File: src/rtl/core/rrtd_pkg.sv
// Package for the round-robin task dispatcher.
// Holds the sizes, command and status codes, flag bits and FSM state type.
// No dependencies.
package rrtd_pkg;

    localparam int TASKS   = 16;
    localparam int IDX_W   = $clog2(TASKS);
    localparam int FUNC_W  = 4;
    localparam int ID_W    = 4;
    localparam int STAT_W  = 3;
    localparam int FLAG_W  = 4;

    localparam logic [ID_W:0] TID_LIM = (ID_W+1)'(TASKS);

    localparam int FL_RDY = 0;
    localparam int FL_WAI = 1;
    localparam int FL_SUS = 2;
    localparam int FL_DMT = 3;

    localparam logic [FLAG_W-1:0] FLAGS_RDY = 4'b0001;
    localparam logic [FLAG_W-1:0] FLAGS_WAI = 4'b0010;
    localparam logic [FLAG_W-1:0] FLAGS_SUS = 4'b0100;
    localparam logic [FLAG_W-1:0] FLAGS_DMT = 4'b1000;

    typedef enum logic [FUNC_W-1:0] {
        FN_REGISTER = 4'd0,
        FN_START    = 4'd1,
        FN_BEGIN    = 4'd2,
        FN_ROTATE   = 4'd3,
        FN_SUSPEND  = 4'd4,
        FN_RESUME   = 4'd5,
        FN_RELEASE  = 4'd6,
        FN_EXIT     = 4'd7,
        FN_QUERY    = 4'd8,
        FN_DISABLE  = 4'd9,
        FN_ENABLE   = 4'd10,
        FN_WAIT     = 4'd11,
        FN_WAKE     = 4'd12
    } t_func;

    typedef enum logic [STAT_W-1:0] {
        STS_OK      = 3'd0,
        STS_BADID   = 3'd1,
        STS_NOEXS   = 3'd2,
        STS_STATE   = 3'd3,
        STS_NOSTART = 3'd4,
        STS_NONE    = 3'd5
    } t_status;

    typedef enum logic {
        S_IDLE = 1'b0,
        S_EXEC = 1'b1
    } t_state;

endpackage

File: src/rtl/core/rrtd_if.sv
// Valid/ready channel interfaces for the task dispatcher.
// Command channel and response channel; depends on rrtd_pkg.
interface rrtd_cmd_if import rrtd_pkg::*; ();
    logic              valid;
    logic              ready;
    logic [FUNC_W-1:0] func;
    logic [ID_W-1:0]   task_id;
    logic              query_self;

    modport source (output valid, func, task_id, query_self, input ready);
    modport sink   (input valid, func, task_id, query_self, output ready);
endinterface

interface rrtd_rsp_if import rrtd_pkg::*; ();
    logic              valid;
    logic              ready;
    logic [STAT_W-1:0] status;
    logic [ID_W-1:0]   current_task;
    logic [ID_W-1:0]   previous_task;
    logic              switched;
    logic [FLAG_W-1:0] task_flags;

    modport source (output valid, status, current_task, previous_task, switched, task_flags,
                    input ready);
    modport sink   (input valid, status, current_task, previous_task, switched, task_flags,
                    output ready);
endinterface

File: src/rtl/core/rrtd_ram.sv
// Generic single-write, single-read synchronous RAM with registered read.
// Read data holds when no read is enabled. No dependencies.
module rrtd_ram #(
    parameter int WIDTH = 4,
    parameter int DEPTH = 16
) (
    input  logic                     i_clk,
    input  logic                     i_we,
    input  logic [$clog2(DEPTH)-1:0] i_waddr,
    input  logic [WIDTH-1:0]         i_wdata,
    input  logic                     i_re,
    input  logic [$clog2(DEPTH)-1:0] i_raddr,
    output logic [WIDTH-1:0]         o_rdata
);

    logic [WIDTH-1:0] r_mem [DEPTH];
    logic [WIDTH-1:0] r_rdata;

    always_ff @(posedge i_clk) begin
        if (i_we) begin
            r_mem[i_waddr] <= i_wdata;
        end
        if (i_re) begin
            r_rdata <= r_mem[i_raddr];
        end
    end

    assign o_rdata = r_rdata;

endmodule

File: src/rtl/core/round_robin_task_dispatcher.sv
// Round-robin task dispatcher: task flag table in RAM plus rotating picker.
// Depends on rrtd_pkg, rrtd_if (rrtd_cmd_if, rrtd_rsp_if) and rrtd_ram.
//
//  channel  | dir | fields
//  ---------+-----+-----------------------------------------------------------
//  i_cmd    | in  | func, task_id, query_self
//  o_rsp    | out | status, current_task, previous_task, switched, task_flags
//
// Each command is handled as a flag table RAM read in IDLE, then modify/write-back
// in EXEC with the rotation search and the response register load.
// A command is taken only in IDLE; the next one is taken once EXEC has finished.
// EXEC holds while a prior response is still waiting on o_rsp.
// Synchronous active-low reset; per-entry valid bits make the table read as 0.
module round_robin_task_dispatcher import rrtd_pkg::*; (
    input  logic       i_clk,
    input  logic       i_rst_n,
    rrtd_cmd_if.sink   i_cmd,
    rrtd_rsp_if.source o_rsp
);

    t_state r_state;
    t_state n_state;

    logic             r_started;
    logic             r_blocked;
    logic [IDX_W-1:0] r_cur;
    logic [TASKS-1:0] r_vld;
    logic [TASKS-1:0] r_run;

    t_func            r_func;
    logic [ID_W-1:0]  r_tid;
    logic             r_self;
    logic [IDX_W-1:0] r_addr;

    logic              r_out_valid;
    logic [STAT_W-1:0] r_out_status;
    logic [ID_W-1:0]   r_out_cur;
    logic [ID_W-1:0]   r_out_prev;
    logic              r_out_sw;
    logic [FLAG_W-1:0] r_out_flags;

    logic             cmd_ready;
    logic             accept;
    logic             exec_go;
    logic [IDX_W-1:0] in_addr;
    logic [FLAG_W-1:0] ram_rdata;

    logic [FLAG_W-1:0] f;
    logic              tid_ok;
    logic              wr_en;
    logic [FLAG_W-1:0] wr_data;
    t_status           st;
    logic              do_rot;
    logic              rot_stat;
    logic              start;
    logic              n_blocked;
    logic [FLAG_W-1:0] flags_out;

    logic [TASKS-1:0]   run_upd;
    logic [2*TASKS-1:0] dbl;
    logic [TASKS-1:0]   rot;
    logic [IDX_W:0]     sh;
    logic [IDX_W-1:0]   pick;
    logic [IDX_W:0]     sum;
    logic [IDX_W-1:0]   rot_id;
    logic               found;
    logic [IDX_W-1:0]   n_cur;
    logic               sw;
    t_status            n_status;

    // FSM
    always_comb begin
        n_state = r_state;
        unique case (r_state)
            S_IDLE: begin
                if (accept) begin
                    n_state = S_EXEC;
                end
            end
            S_EXEC: begin
                if (exec_go) begin
                    n_state = S_IDLE;
                end
            end
            default: n_state = S_IDLE;
        endcase
    end

    always_comb begin
        cmd_ready = 1'b0;
        exec_go   = 1'b0;
        unique case (r_state)
            S_IDLE: cmd_ready = 1'b1;
            S_EXEC: exec_go   = !r_out_valid || o_rsp.ready;
            default: begin
                cmd_ready = 1'b0;
                exec_go   = 1'b0;
            end
        endcase
    end

    assign i_cmd.ready = cmd_ready;
    assign accept      = i_cmd.valid && cmd_ready;

    assign in_addr = (i_cmd.func == FN_EXIT || i_cmd.func == FN_WAIT ||
                      (i_cmd.func == FN_QUERY && i_cmd.query_self))
                     ? r_cur : i_cmd.task_id[IDX_W-1:0];

    rrtd_ram #(
        .WIDTH (FLAG_W),
        .DEPTH (TASKS)
    ) u_flag_ram (
        .i_clk   (i_clk),
        .i_we    (exec_go && wr_en),
        .i_waddr (r_addr),
        .i_wdata (wr_data),
        .i_re    (accept),
        .i_raddr (in_addr),
        .o_rdata (ram_rdata)
    );

    // Command decode and flag update
    assign f      = r_vld[r_addr] ? ram_rdata : '0;
    assign tid_ok = {1'b0, r_tid} < TID_LIM;

    always_comb begin
        wr_en     = 1'b0;
        wr_data   = f;
        st        = STS_OK;
        do_rot    = 1'b0;
        rot_stat  = 1'b0;
        start     = 1'b0;
        n_blocked = r_blocked;
        flags_out = '0;
        case (r_func) inside
            FN_REGISTER, FN_START, FN_BEGIN, FN_SUSPEND, FN_RESUME, FN_RELEASE,
            FN_WAKE: begin
                if (!tid_ok) begin
                    st = STS_BADID;
                end else begin
                    case (r_func)
                        FN_REGISTER: begin
                            wr_en   = 1'b1;
                            wr_data = FLAGS_DMT;
                        end
                        FN_START: begin
                            wr_en   = 1'b1;
                            wr_data = FLAGS_RDY;
                        end
                        FN_BEGIN: begin
                            if (f != FLAGS_RDY) begin
                                st = STS_NOSTART;
                            end else begin
                                start = 1'b1;
                            end
                        end
                        FN_WAKE: begin
                            wr_en   = 1'b1;
                            wr_data = (f & ~FLAGS_WAI) | FLAGS_RDY;
                        end
                        default: begin
                            if (f == '0) begin
                                st = STS_NOEXS;
                            end else if (r_func == FN_SUSPEND) begin
                                wr_en   = 1'b1;
                                wr_data = f | FLAGS_SUS;
                                do_rot  = (r_tid[IDX_W-1:0] == r_cur);
                            end else if (r_func == FN_RESUME) begin
                                if (!(f[FL_WAI] || f[FL_SUS])) begin
                                    st = STS_STATE;
                                end else begin
                                    wr_en   = 1'b1;
                                    wr_data = f & ~FLAGS_SUS;
                                    do_rot  = 1'b1;
                                end
                            end else begin
                                if (!f[FL_WAI]) begin
                                    st = STS_STATE;
                                end else begin
                                    wr_en   = 1'b1;
                                    wr_data = f & ~FLAGS_WAI;
                                end
                            end
                        end
                    endcase
                end
            end
            FN_ROTATE: begin
                do_rot   = 1'b1;
                rot_stat = 1'b1;
            end
            FN_EXIT: begin
                wr_en    = 1'b1;
                wr_data  = FLAGS_DMT;
                do_rot   = 1'b1;
                rot_stat = 1'b1;
            end
            FN_QUERY: begin
                if (r_self || tid_ok) begin
                    flags_out = f;
                end else begin
                    st = STS_NOEXS;
                end
            end
            FN_DISABLE: n_blocked = 1'b1;
            FN_ENABLE:  n_blocked = 1'b0;
            FN_WAIT: begin
                wr_en   = 1'b1;
                wr_data = FLAGS_WAI;
                do_rot  = 1'b1;
            end
            default: begin
                st = STS_OK;
            end
        endcase
    end

    // Rotating priority pick, starting at current+1
    always_comb begin
        run_upd = r_run;
        if (wr_en) begin
            run_upd[r_addr] = !wr_data[FL_SUS] && (wr_data[FL_RDY] || wr_data[FL_WAI]);
        end
        sh    = {1'b0, r_cur} + (IDX_W+1)'(1);
        dbl   = {run_upd, run_upd} >> sh;
        rot   = dbl[TASKS-1:0];
        found = |rot;
        pick  = '0;
        for (int i = TASKS - 1; i >= 0; i--) begin
            if (rot[i]) begin
                pick = IDX_W'(i);
            end
        end
        sum = sh + {1'b0, pick};
        if (sum >= (IDX_W+1)'(TASKS)) begin
            sum = sum - (IDX_W+1)'(TASKS);
        end
        rot_id = sum[IDX_W-1:0];
    end

    always_comb begin
        n_cur    = r_cur;
        sw       = 1'b0;
        n_status = st;
        if (start) begin
            n_cur = r_tid[IDX_W-1:0];
            sw    = 1'b1;
        end
        if (do_rot && r_started && !r_blocked) begin
            if (found) begin
                n_cur = rot_id;
                sw    = 1'b1;
            end else if (rot_stat) begin
                n_status = STS_NONE;
            end
        end
    end

    // Registers
    always_ff @(posedge i_clk) begin
        if (!i_rst_n) begin
            r_state     <= S_IDLE;
            r_started   <= 1'b0;
            r_blocked   <= 1'b0;
            r_cur       <= '0;
            r_vld       <= '0;
            r_run       <= '0;
            r_out_valid <= 1'b0;
        end else begin
            r_state <= n_state;
            if (exec_go) begin
                r_started <= r_started || start;
                r_blocked <= n_blocked;
                r_cur     <= n_cur;
                r_run     <= run_upd;
                if (wr_en) begin
                    r_vld[r_addr] <= 1'b1;
                end
                r_out_valid <= 1'b1;
            end else if (o_rsp.ready) begin
                r_out_valid <= 1'b0;
            end
        end
    end

    always_ff @(posedge i_clk) begin
        if (accept) begin
            r_func <= t_func'(i_cmd.func);
            r_tid  <= i_cmd.task_id;
            r_self <= i_cmd.query_self;
            r_addr <= in_addr;
        end
        if (exec_go) begin
            r_out_status <= n_status;
            r_out_cur    <= ID_W'(n_cur);
            r_out_prev   <= ID_W'(r_cur);
            r_out_sw     <= sw;
            r_out_flags  <= flags_out;
        end
    end

    assign o_rsp.valid         = r_out_valid;
    assign o_rsp.status        = r_out_status;
    assign o_rsp.current_task  = r_out_cur;
    assign o_rsp.previous_task = r_out_prev;
    assign o_rsp.switched      = r_out_sw;
    assign o_rsp.task_flags    = r_out_flags;

`ifndef SYNTH
    a_ram_write_in_exec: assert property (@(posedge i_clk) disable iff (!i_rst_n)
        (exec_go && wr_en) |-> (r_state == S_EXEC))
        else $error("flag table written outside EXEC");

    a_cur_change_switched: assert property (@(posedge i_clk) disable iff (!i_rst_n)
        (r_cur != $past(r_cur)) |-> (r_out_valid && r_out_sw))
        else $error("current task changed without a reported switch");

    a_switch_status_ok: assert property (@(posedge i_clk) disable iff (!i_rst_n)
        (r_out_valid && r_out_sw) |-> (r_out_status == STS_OK))
        else $error("switch reported with error status");

    a_out_from_exec: assert property (@(posedge i_clk) disable iff (!i_rst_n)
        $rose(r_out_valid) |-> $past(r_state == S_EXEC))
        else $error("response raised without a command in EXEC");
`endif

endmodule
File: src/flat_wrapper.sv
// flat-port wrapper written by rule: the top's interface ports become plain ports
module round_robin_task_dispatcher_flat import rrtd_pkg::*;
  (i_clk, i_rst_n, i_cmd_valid, i_cmd_func, i_cmd_task_id, i_cmd_query_self, i_cmd_ready, o_rsp_valid, o_rsp_status, o_rsp_current_task, o_rsp_previous_task, o_rsp_switched, o_rsp_task_flags, o_rsp_ready);
  rrtd_cmd_if i_cmd_i ();
  rrtd_rsp_if o_rsp_i ();
  input  logic i_clk;
  input  logic i_rst_n;
  input wire logic [$bits(i_cmd_i.valid)-1:0] i_cmd_valid;
  input wire logic [$bits(i_cmd_i.func)-1:0] i_cmd_func;
  input wire logic [$bits(i_cmd_i.task_id)-1:0] i_cmd_task_id;
  input wire logic [$bits(i_cmd_i.query_self)-1:0] i_cmd_query_self;
  output wire logic [$bits(i_cmd_i.ready)-1:0] i_cmd_ready;
  output wire logic [$bits(o_rsp_i.valid)-1:0] o_rsp_valid;
  output wire logic [$bits(o_rsp_i.status)-1:0] o_rsp_status;
  output wire logic [$bits(o_rsp_i.current_task)-1:0] o_rsp_current_task;
  output wire logic [$bits(o_rsp_i.previous_task)-1:0] o_rsp_previous_task;
  output wire logic [$bits(o_rsp_i.switched)-1:0] o_rsp_switched;
  output wire logic [$bits(o_rsp_i.task_flags)-1:0] o_rsp_task_flags;
  input wire logic [$bits(o_rsp_i.ready)-1:0] o_rsp_ready;
  assign i_cmd_i.valid = i_cmd_valid;
  assign i_cmd_i.func = i_cmd_func;
  assign i_cmd_i.task_id = i_cmd_task_id;
  assign i_cmd_i.query_self = i_cmd_query_self;
  assign i_cmd_ready = i_cmd_i.ready;
  assign o_rsp_valid = o_rsp_i.valid;
  assign o_rsp_status = o_rsp_i.status;
  assign o_rsp_current_task = o_rsp_i.current_task;
  assign o_rsp_previous_task = o_rsp_i.previous_task;
  assign o_rsp_switched = o_rsp_i.switched;
  assign o_rsp_task_flags = o_rsp_i.task_flags;
  assign o_rsp_i.ready = o_rsp_ready;
  round_robin_task_dispatcher u_core (.i_clk(i_clk), .i_rst_n(i_rst_n), .i_cmd(i_cmd_i), .o_rsp(o_rsp_i));
endmodule
File: config.mk
export PLATFORM = sky130hd
export DESIGN_NAME = round_robin_task_dispatcher_flat
export DESIGN_NICKNAME = d
export VERILOG_FILES = /design/src/rtl/core/rrtd_pkg.sv /design/src/rtl/core/rrtd_if.sv /design/src/rtl/core/rrtd_ram.sv /design/src/rtl/core/round_robin_task_dispatcher.sv /design/src/flat_wrapper.sv
export SDC_FILE = /design/constraint.sdc
export NUM_CORES = 1
export LEC_CHECK = 0
export BUFFER_PORTS_ARGS = -buffer_cell sky130_fd_sc_hd__clkbuf_2
export CORE_MARGIN = 2
export CORE_UTILIZATION = 35
export CTS_BUF_LIST = sky130_fd_sc_hd__clkbuf_16
export DETAILED_ROUTE_END_ITERATION = 16
export PLACE_DENSITY = 0.48
export SLEW_MARGIN = 20
export SYNTH_ARGS = -nofsm -noshare
export SYNTH_HDL_FRONTEND = slang
export SYNTH_SLANG_ARGS = --single-unit
File: constraint.sdc
create_clock -name i_clk -period 7.6 [get_ports i_clk]
set_clock_uncertainty 0.05 [all_clocks]
set_input_delay 1.52 -clock i_clk [delete_from_list [all_inputs] [get_ports i_clk]]
set_output_delay 1.52 -clock i_clk [all_outputs]
set_load 0.005 [all_outputs]
==> impl_metrics.json, run 1 <==
{
  "postCtsResizedCells": 0,
  "fmaxAchievable_ghz": 0.1530,
  "critical_path_class": "reg2reg",
  "crit_path_start_kind": "flop",
  "min_period_ns": 6.538,
  "synth_commonest_cells": "nand2_1 (100), edfxtp_1 (96), nor2_1 (47), a21oi_1 (40), dfxtp_1 (40)",
  "synth.area.top_cells": "edfxtp_1 (35%), dfxtp_1 (9.7%), mux2i_1 (4.7%)",
  "ios": 31,
  "pre_cts_slack_ns": 0.8310,
  "placed_area_um2": 8668,
  "synth_edf_count": 96,
  "wirelength_mm": 23.84,
  "post-route-drc-count": 0,
  "fillers": 2283,
  "yosysMostFrequentCell": "nand2_1",
  "overflow": 0,
  "cellPowerDensity_nw_per_um2": 197.8,
  "syn_avg_cell_area_um2": 10.24,
  "io_buffers": 30,
  "fp.dieW_um": 157.4,
  "worstMarginPinSlew_ns": 1.006,
  "holdPathEnd": "u_core.r_vld[10]",
  "netlist_area_um2": 8234,
  "synth_area_leader_cell": "edfxtp_1",
  "dieArea_um2": 24770,
  "clock_sinks": 136,
  "wire_per_inst_um": 20.77,
  "cts_buffers": 17,
  "die_y_um": 157.4,
  "hold_violations": 0,
  "drive_gt1_share_pct": 15.56,
  "n_antenna_cell": 0,
  "ys_seq_area_share_pct": 44.73,
  "clk_pin_slew_ns": 0.06,
  "worstPathRequired_ns": 7.78,
  "ys_ff_latch": 136,
  "finalPower_w": 0.001829,
  "synth_top_flop_cell": "edfxtp_1",
  "area_growth_syn_to_layout_pct": 12.34,
  "cpPeakStageDelay_ns": 0.75,
  "slew_viol_final": 0,
  "r2r-start": "u_core.r_addr[0]",
  "setup_ws_ns": 1.062,
  "fin_crit_sh_pct": 86.03,
  "place.gp.congestion": 0.8780,
  "fin_setup_tns_ns": 0,
  "final_net_count": 833,
  "hold_path_class": "reg2reg",
  "p_leak_nw": 3.502,
  "rsz0062_at_grt": "false",
  "dr.pass1.iters": 5,
  "h-tree-depth": 4,
  "start_util_pct": 35.40,
  "slew_headroom_pct": 32.42,
  "vias": 6755,
  "grt_pass1_vias": 6449,
  "seqCellArea_um2": 3684,
  "cts_tree": "built",
  "yosys_warnings": 0,
  "crit_path_cell_trace": "nor2b_1 -> a22oi_2 -> a21oi_2 -> a21o_1 -> a311oi_1 -> a22oi_1 -> nor2_1 -> a2111oi_2 -> o21ai_0 -> a21o_1 -> a2111oi_0 -> ha_1 -> a21oi_1 -> xnor2_1 -> nor3_1 -> a21o_1 -> a221oi_1",
  "final-instance-count-excl-fill": 1148,
  "cp_max_fo": 24,
  "r2r-end": "u_core.o_rsp.current_task[3]",
  "dpl.cell_count": 1116,
  "cts_buffer_depth": 2,
  "path_common_cell": "a21o_1",
  "reg2reg_slack_ns": 1.06,
  "clock_latency_ns": 0.42,
  "async_reset_ff_share_pct": 0,
  "rows": 56,
  "dp_hpwl_mm": 17.35,
  "grt_usage_pct": 19.82,
  "coreArea_um2": 23260,
  "synth_nets": 821,
  "syn_inst": 804,
  "ir_drop_mv": 0.1102,
  "vias_per_cell": 5.884,
  "root_buffer": "clkbuf_16",
  "outcome": "completed",
  "multiInputGateArea_um2": 4264,
  "grt_start_max_net_pins": 41,
  "final_area_um2": 9250,
  "crit_arrival_ns": 6.72,
  "drtAntennaViolNets": 0,
  "holdBufCountCts": 0,
  "yosysTopAreaCellShare_pct": 35.01,
  "end_kind": "flop",
  "reg2reg_depth": 17,
  "cap_violations": 0,
  "yosys.cell_types.count": 86,
  "crit_start": "u_core.r_addr[0]",
  "setup_viol": 0,
  "whs_path_depth": 1,
  "antenna_found_initial": 0,
  "drt_iter0_markers": 607,
  "cts_setup_buffers": 0,
  "grt_pass1_wl_mm": 37.35,
  "hold_start": "u_core.r_vld[10]",
  "crit_slowest_cell": "edfxtp_1"
}
[sequential cells by signal, summed over array words and instances, names as in the netlist, 3 cells and up]
register / count
u_core.o_rsp.status: 3
u_core.r_addr: 4
u_core.u_flag_ram.r_mem: 64
u_core.r_cur: 4
u_core.r_func: 4
u_core.u_flag_ram.o_rdata: 4
u_core.o_rsp.current_task: 4
u_core.o_rsp.previous_task: 4
u_core.r_vld: 16
u_core.r_run: 16
u_core.r_tid: 4
u_core.o_rsp.task_flags: 4
[cell usage in the layout, fill, tap and decap left out, drive strengths merged, types with 5 or more instances in the layout]
cell type and instances:
a21o 6, a22oi 5, a311oi 18, nor4 8, a221o 5, a211oi 14
a21oi 42, mux2i 39, and2 15, nor2b 12, o211ai 7, o221ai 8
a221oi 6, edfxtp 96, a31oi 6, buf 14, xnor2 5, inv 26
mux2 15, o21a 21, nand3 27, o21ai 26, nor2 47, nand2 102
clkbuf 47, a32oi 7, nor3 20, o211a 19, nand4b 7, and4 5
dfxtp 40, mux4 12, o31ai 9, clkinv 6, and3 21, nand2b 5
[metal layers]
layer / up-vias / wire length, µm / track usage, %
met5: - / 0 / 0
met4: 0 / 578 / 6.667
met3: 48 / 1027 / 3.855
met2: 187 / 10950 / 31.34
met1: 3363 / 11280 / 27.19
li1: 3157 / - / -
[report_power, final]
part	total, W	internal [W]	switching, W
Clock	0.000787	0.000457	0.000330
Combinational	0.000211	0.0000750	0.000136
Sequential	0.000831	0.000809	0.0000222
Total	0.00183	0.00134	0.000488
[worst max-delay path, delay by kind of cell (launching register included)]
family | cells | cell delay [ns]
DFF | 1 | 0.75
and+or+nand+nor | 3 | 0.65
adders and majority gates | 1 | 0.34
xor gates and xnor gates | 1 | 0.20
AOI/OAI and AO/OA | 12 | 4.37
[worst max-delay path by stage]
stage	endpoint
finish	u_core.o_rsp.current_task[3]
CTS	u_core.o_rsp.current_task[3]
floorplan	u_core.o_rsp.current_task[3]
global placement	u_core.o_rsp.current_task[3]
global route	u_core.o_rsp.current_task[3]
detailed placement	u_core.o_rsp.current_task[3]
[through the flow]
step | util [%] | hold slack, ns
finish | 39.76 | 0.4099
global route | 39.76 | 0.4305
CTS | 39.71 | 0.4126
detailed placement | 37.26 | 0.3976
global placement | 37.24 | 0.3971
floorplan | - | 0.3564
[layout make-up]
class | instances | share of cell area [%]
timing repair buffer | 44 | 2.759
sequential | 136 | 39.82
inverter | 21 | 0.8522
multi-input combinational | 596 | 46.10
clock buffer | 17 | 4.599
tap | 319 | 4.315
clock inverter | 15 | 1.556
[cells by family after synthesis]
logic type      count (synthesis)  share of synthesized area, %
simple gates                  286                         17.29
compound gates                232                         22.57
flops                         136                         44.73
buf+inv                        72                         3.692
mux                            66                         10.17
xor+xnor                        8                        0.8510
fa+ha+maj                       4                        0.6990
Note: power is estimated with default switching activity, not from simulation.
==> run 2, diff against run 1 <==
- CELL_PAD_IN_SITES_DETAIL_PLACEMENT: unset -> 0
- CELL_PAD_IN_SITES_GLOBAL_PLACEMENT: unset -> 2
- PLACE_DENSITY: 0.48 -> 0.68
==> impl_metrics.json, run 2 (synthesis results as in run 1) <==
{
  "worstPathRequired_ns": 7.77,
  "intPower_w": 0.001353,
  "ir_drop_mv": 0.1435,
  "met2_wirelength_mm": 11.30,
  "rows": 56,
  "coreArea_um2": 23260,
  "grt_start_max_net_pins": 41,
  "postCtsResizedCells": 0,
  "crit_arrival_ns": 6.96,
  "h-tree-depth": 4,
  "hold_path_class": "reg2reg",
  "vias": 6578,
  "slew_headroom_pct": 26.35,
  "layout_commonest_cell": "nand2_1",
  "cp_max_fo": 24,
  "seqCellArea_um2": 3684,
  "reg2reg_slack_ns": 0.81,
  "crit_path_start_kind": "flop",
  "top_layer": "met4",
  "clk_pin_slew_ns": 0.06,
  "start_util_pct": 35.40,
  "p_sw_share_pct": 27.60,
  "dieArea_um2": 24770,
  "rsz0062_at_grt": "false",
  "drive_gt1_share_pct": 15.80,
  "cts_buffer_depth": 2,
  "wirelength_mm": 24.30,
  "ios": 31,
  "layout_common_cells": "nand2_1 (100), edfxtp_1 (96), nor2_1 (47)",
  "final_net_count": 833,
  "fmaxAchievable_ghz": 0.1474,
  "dr.pass1.iters": 5,
  "crit_start": "u_core.r_addr[0]",
  "io_buffers": 30,
  "place.gp.congestion": 0.8595,
  "wl_met1_mm": 11.72,
  "clock_sinks": 136,
  "r2r-start": "u_core.r_addr[0]",
  "hold_start": "u_core.r_vld[7]",
  "slew_viol_final": 0,
  "fin_crit_sh_pct": 89.30,
  "clockPowerShare_pct": 44.2,
  "root_buffer": "clkbuf_16",
  "setup_ws_ns": 0.8135,
  "vias_per_cell": 5.730,
  "worstMarginPinSlew_ns": 1.105,
  "fillers": 2294,
  "grt_pass1_wl_mm": 37.89,
  "top_regs": "u_core.u_flag_ram.r_mem: 64 flops, u_core.r_run: 16 flops, u_core.r_vld: 16 flops",
  "grt_usage_pct": 20.24,
  "n_antenna_cell": 0,
  "largest_register_ff_count": 64,
  "multiInputGateArea_um2": 4262,
  "largest_register": "u_core.u_flag_ram.r_mem",
  "cellPowerDensity_nw_per_um2": 201.5,
  "cts_buffers": 17,
  "drtAntennaViolNets": 0,
  "dp_hpwl_mm": 17.78,
  "switchingPower_w": 0.0005160,
  "hold_slack_ns": 0.4135,
  "area_growth_syn_to_layout_pct": 12.67,
  "cap_violations": 0,
  "drt_iter0_markers": 461,
  "wire_per_inst_um": 21.17,
  "overflow": 0,
  "fp.dieW_um": 157.4,
  "outcome": "completed",
  "cts_setup_buffers": 0,
  "p_comb_share_pct": 11.3,
  "cts_tree": "built",
  "fin_util_pct": 39.88,
  "clock_latency_ns": 0.42,
  "fin_setup_tns_ns": 0,
  "power.share.sequential_pct": 44.5,
  "setup_viol": 0,
  "post-route-drc-count": 0,
  "pre_cts_slack_ns": 0.8961,
  "p_leak_nw": 3.515,
  "antenna_found_initial": 0,
  "min_period_ns": 6.787,
  "critical_path_class": "reg2reg",
  "end_kind": "flop",
  "die_y_um": 157.4,
  "met3_length_um": 859,
  "grt_pass1_vias": 6297,
  "hold_violations": 0,
  "holdBufCountCts": 0
}
==> run 2: cell count changes in the layout (fill, tap and decap cells not counted), sizes merged <==
cell / previous run / this run
clkinv: 6 / 8
clkinvlp: 3 / 1
==> run 2: path summary, 6_finish.rpt <==
check                                      end  depth (start not counted)
setup / recovery  u_core.o_rsp.current_task[3]                         17
hold / removal                 u_core.r_vld[7]                          1
setup reg to reg  u_core.o_rsp.current_task[3]                         17
hold reg to reg                u_core.r_vld[7]                          1
==> run 2: power by group through the flow <==
| stage | logic (W) | clock network, W | registers (W) |
|---|---|---|---|
| 2_1_floorplan | 0.000158 | 0 | 0.000832 |
| 3_3_place_gp | 0.000209 | 0 | 0.000847 |
| 3_5_place_dp | 0.000209 | 0 | 0.000848 |
| 4_1_cts | 0.000210 | 0.000842 | 0.000832 |
| 5_1_grt | 0.000230 | 0.000876 | 0.000836 |
| 6_report | 0.000210 | 0.000826 | 0.000833 |
==> run 2: area by class of cell <==
| cell class | count | share of cell area (%) |
|---|---|---|
| clock inverters | 15 | 1.875 |
| well taps | 319 | 4.302 |
| multi-input cells | 596 | 45.93 |
| inverters | 21 | 0.8496 |
| clock buffers | 17 | 4.585 |
| flip-flops and latches | 136 | 39.70 |
| repair buffers | 44 | 2.751 |
==> run 2: per-layer routing <==
| metal | vias to the layer above | track usage (%) |
|---|---|---|
| li1 | 3159 | - |
| met1 | 3236 | 27.91 |
| met2 | 155 | 32.52 |
| met3 | 28 | 3.304 |
| met4 | 0 | 6.450 |
| met5 | - | 0 |
==> run 2: worst max-delay path, stage by stage (launching register included) <==
cell	delay, ns
edfxtp_1	0.79
nor2b_1	0.37
a22oi_2	0.15
a21oi_1	0.89
a21o_1	0.66
a311oi_1	0.29
a22oi_1	0.54
nor2_1	0.13
a2111oi_2	0.44
o21ai_0	0.18
a21o_1	0.20
a2111oi_0	0.51
ha_1	0.34
a21oi_1	0.32
xnor2_1	0.19
nor3_1	0.08
a21o_1	0.15
a221oi_1	0.29
==> run 2: stage by stage <==
| stage | total power [W] | cells | area, µm² |
|---|---|---|---|
| after floorplan | 0.0009904 | 804 | 8234 |
| after global placement | 0.001056 | 1116 | 8663 |
| after detailed placement | 0.001058 | 1116 | 8678 |
| after CTS | 0.001885 | 1148 | 9278 |
| after global routing | 0.001942 | 1148 | 9278 |
| final | 0.001870 | 1148 | 9278 |
==> run 3, diff against run 2 <==
- CELL_PAD_IN_SITES_DETAIL_PLACEMENT: 0 -> 1
- CELL_PAD_IN_SITES_GLOBAL_PLACEMENT: 2 -> 1
- CTS_CLUSTER_DIAMETER: unset -> 200
- PLACE_DENSITY: 0.68 -> 0.58
==> impl_metrics.json, run 3 (synthesis results as in run 1) <==
{
  "outcome": "completed",
  "antenna_found_initial": 0,
  "fillers": 2630,
  "worstPathRequired_ns": 7.79,
  "area_growth_syn_to_layout_pct": 12.63,
  "p_leak_nw": 3.511,
  "crit_path_start_kind": "flop",
  "top_regs": "u_core.u_flag_ram.r_mem: 64 flops, u_core.r_run: 16 flops, u_core.r_vld: 16 flops",
  "place.gp.congestion": 0.8632,
  "postCtsResizedCells": 0,
  "cts_buffers": 17,
  "crit_start": "u_core.r_addr[0]",
  "wl_met1_mm": 12.72,
  "setup_ws_ns": 0.9250,
  "slew_headroom_pct": 31.99,
  "hold_violations": 0,
  "wirelength_mm": 26.10,
  "min_period_ns": 6.675,
  "wire_per_inst_um": 22.67,
  "reg2reg_depth": 17,
  "cts_tree": "built",
  "cts_setup_buffers": 0,
  "n_antenna_cell": 0,
  "io_buffers": 30,
  "met2_wirelength_mm": 12.37,
  "holdBufCountCts": 0,
  "ios": 31,
  "critical_path_class": "reg2reg",
  "top_layer": "met4",
  "setup_viol": 0,
  "reg2reg_slack_ns": 0.92,
  "dieArea_um2": 24770,
  "met3_length_um": 637,
  "drive_gt1_share_pct": 16.11,
  "grt_usage_pct": 21.69,
  "layout_common_cells": "nand2_1 (100), edfxtp_1 (96), nor2_1 (47)",
  "post-route-drc-count": 0,
  "final_net_count": 836,
  "start_util_pct": 35.40,
  "die_y_um": 157.4,
  "fmaxAchievable_ghz": 0.1498,
  "rows": 56,
  "clk_pin_slew_ns": 0.07,
  "cp_max_fo": 24,
  "h-tree-depth": 4,
  "fin_setup_tns_ns": 0,
  "dp_hpwl_mm": 19.06,
  "worstMarginPinSlew_ns": 1.016,
  "cts_buffer_depth": 2,
  "overflow": 0,
  "layout_commonest_cell": "nand2_1",
  "cellPowerDensity_nw_per_um2": 199.1,
  "coreArea_um2": 23260,
  "end_kind": "flop",
  "hold_path_class": "reg2reg",
  "grt_pass1_wl_mm": 41.03,
  "ir_drop_mv": 0.1328,
  "vias_per_cell": 5.902,
  "clock_latency_ns": 0.43,
  "root_buffer": "clkbuf_16",
  "r2r-end": "u_core.o_rsp.current_task[3]",
  "pre_cts_slack_ns": 0.7567,
  "dr.pass1.iters": 4,
  "largest_register": "u_core.u_flag_ram.r_mem",
  "clock_sinks": 136,
  "grt_start_max_net_pins": 41,
  "rsz0062_at_grt": "false",
  "r2r-start": "u_core.r_addr[0]",
  "drt_iter0_markers": 356,
  "fp.dieW_um": 157.4,
  "fin_crit_sh_pct": 87.83,
  "vias": 6793,
  "crit_path_end": "u_core.o_rsp.current_task[3]",
  "cap_violations": 0,
  "grt_pass1_vias": 6931,
  "slew_viol_final": 0,
  "largest_register_ff_count": 64,
  "finalPower_w": 0.001846,
  "crit_arrival_ns": 6.86,
  "drtAntennaViolNets": 0
}
## run 3: cell types whose count changed in the layout (fill, tap and decap cells not counted)
cell	before	now
clkinv_4	1	3
inv_1	17	18
inv_8	5	2
a21oi_2	2	3
clkinvlp_4	1	3
clkinv_8	2	0
a21oi_1	40	39
buf_4	14	17
## run 3: critical path: stages (launching register included)
cell	delay (ns)
edfxtp_1	0.81
nor2b_1	0.42
a22oi_2	0.17
a21oi_2	0.55
a21o_1	0.68
a311oi_1	0.32
a22oi_1	0.54
nor2_1	0.13
a2111oi_2	0.46
o21ai_0	0.19
a21o_1	0.20
a2111oi_0	0.52
ha_1	0.35
a21oi_1	0.38
xnor2_1	0.20
nor3_1	0.09
a21o_1	0.16
a221oi_1	0.28
## run 3: final cells by class
class	count	area, µm²	share of cell area [%]
Timing Repair Buffer	47	277.8	2.995
Tap cell	319	399.1	4.304
Clock buffer	17	425.4	4.587
Sequential cell	136	3684	39.72
Multi-Input combinational cell	596	4265	45.99
Inverter	21	78.83	0.8500
Clock inverter	15	143.9	1.552
## run 3: per-stage QoR
step | instance area [µm²] | utilization [%] | hold WS [ns] | std cells
after floorplan | 8234 | - | 0.3564 | 804
after global placement | 8686 | 37.34 | 0.3999 | 1119
after detailed placement | 8696 | 37.38 | 0.4041 | 1119
after CTS | 9265 | 39.83 | 0.4208 | 1151
after global routing | 9274 | 39.87 | 0.4424 | 1151
final | 9274 | 39.87 | 0.4209 | 1151
## run 3: power by group
group          internal [W]  leakage (nW)  switching (W)
sequential         0.000809          1.24      0.0000207
clock              0.000457         0.274       0.000340
combinational     0.0000760          2.00       0.000144
## run 3: worst min-delay path by stage
| stage | start | endpoint | slack [ns] | cells after the start |
|---|---|---|---|---|
| after global routing | u_core.r_vld[10] | u_core.r_vld[10] | 0.44 | 1 |
| final | u_core.r_vld[14] | u_core.r_vld[14] | 0.42 | 1 |
| after CTS | u_core.r_vld[1] | u_core.r_vld[1] | 0.42 | 1 |
| after detailed placement | u_core.r_vld[12] | u_core.r_vld[12] | 0.40 | 1 |
| after floorplan | u_core.r_cur[0] | u_core.o_rsp.previous_task[0] | 0.36 | 0 |
| after global placement | u_core.r_vld[12] | u_core.r_vld[12] | 0.40 | 1 |
## run 3: routing by layer
| metal | vias up | GRT usage (%) |
|---|---|---|
| li1 | 3161 | - |
| met1 | 3483 | 29.63 |
| met2 | 124 | 36.22 |
| met3 | 25 | 3.194 |
| met4 | 0 | 5.238 |
| met5 | - | 0 |
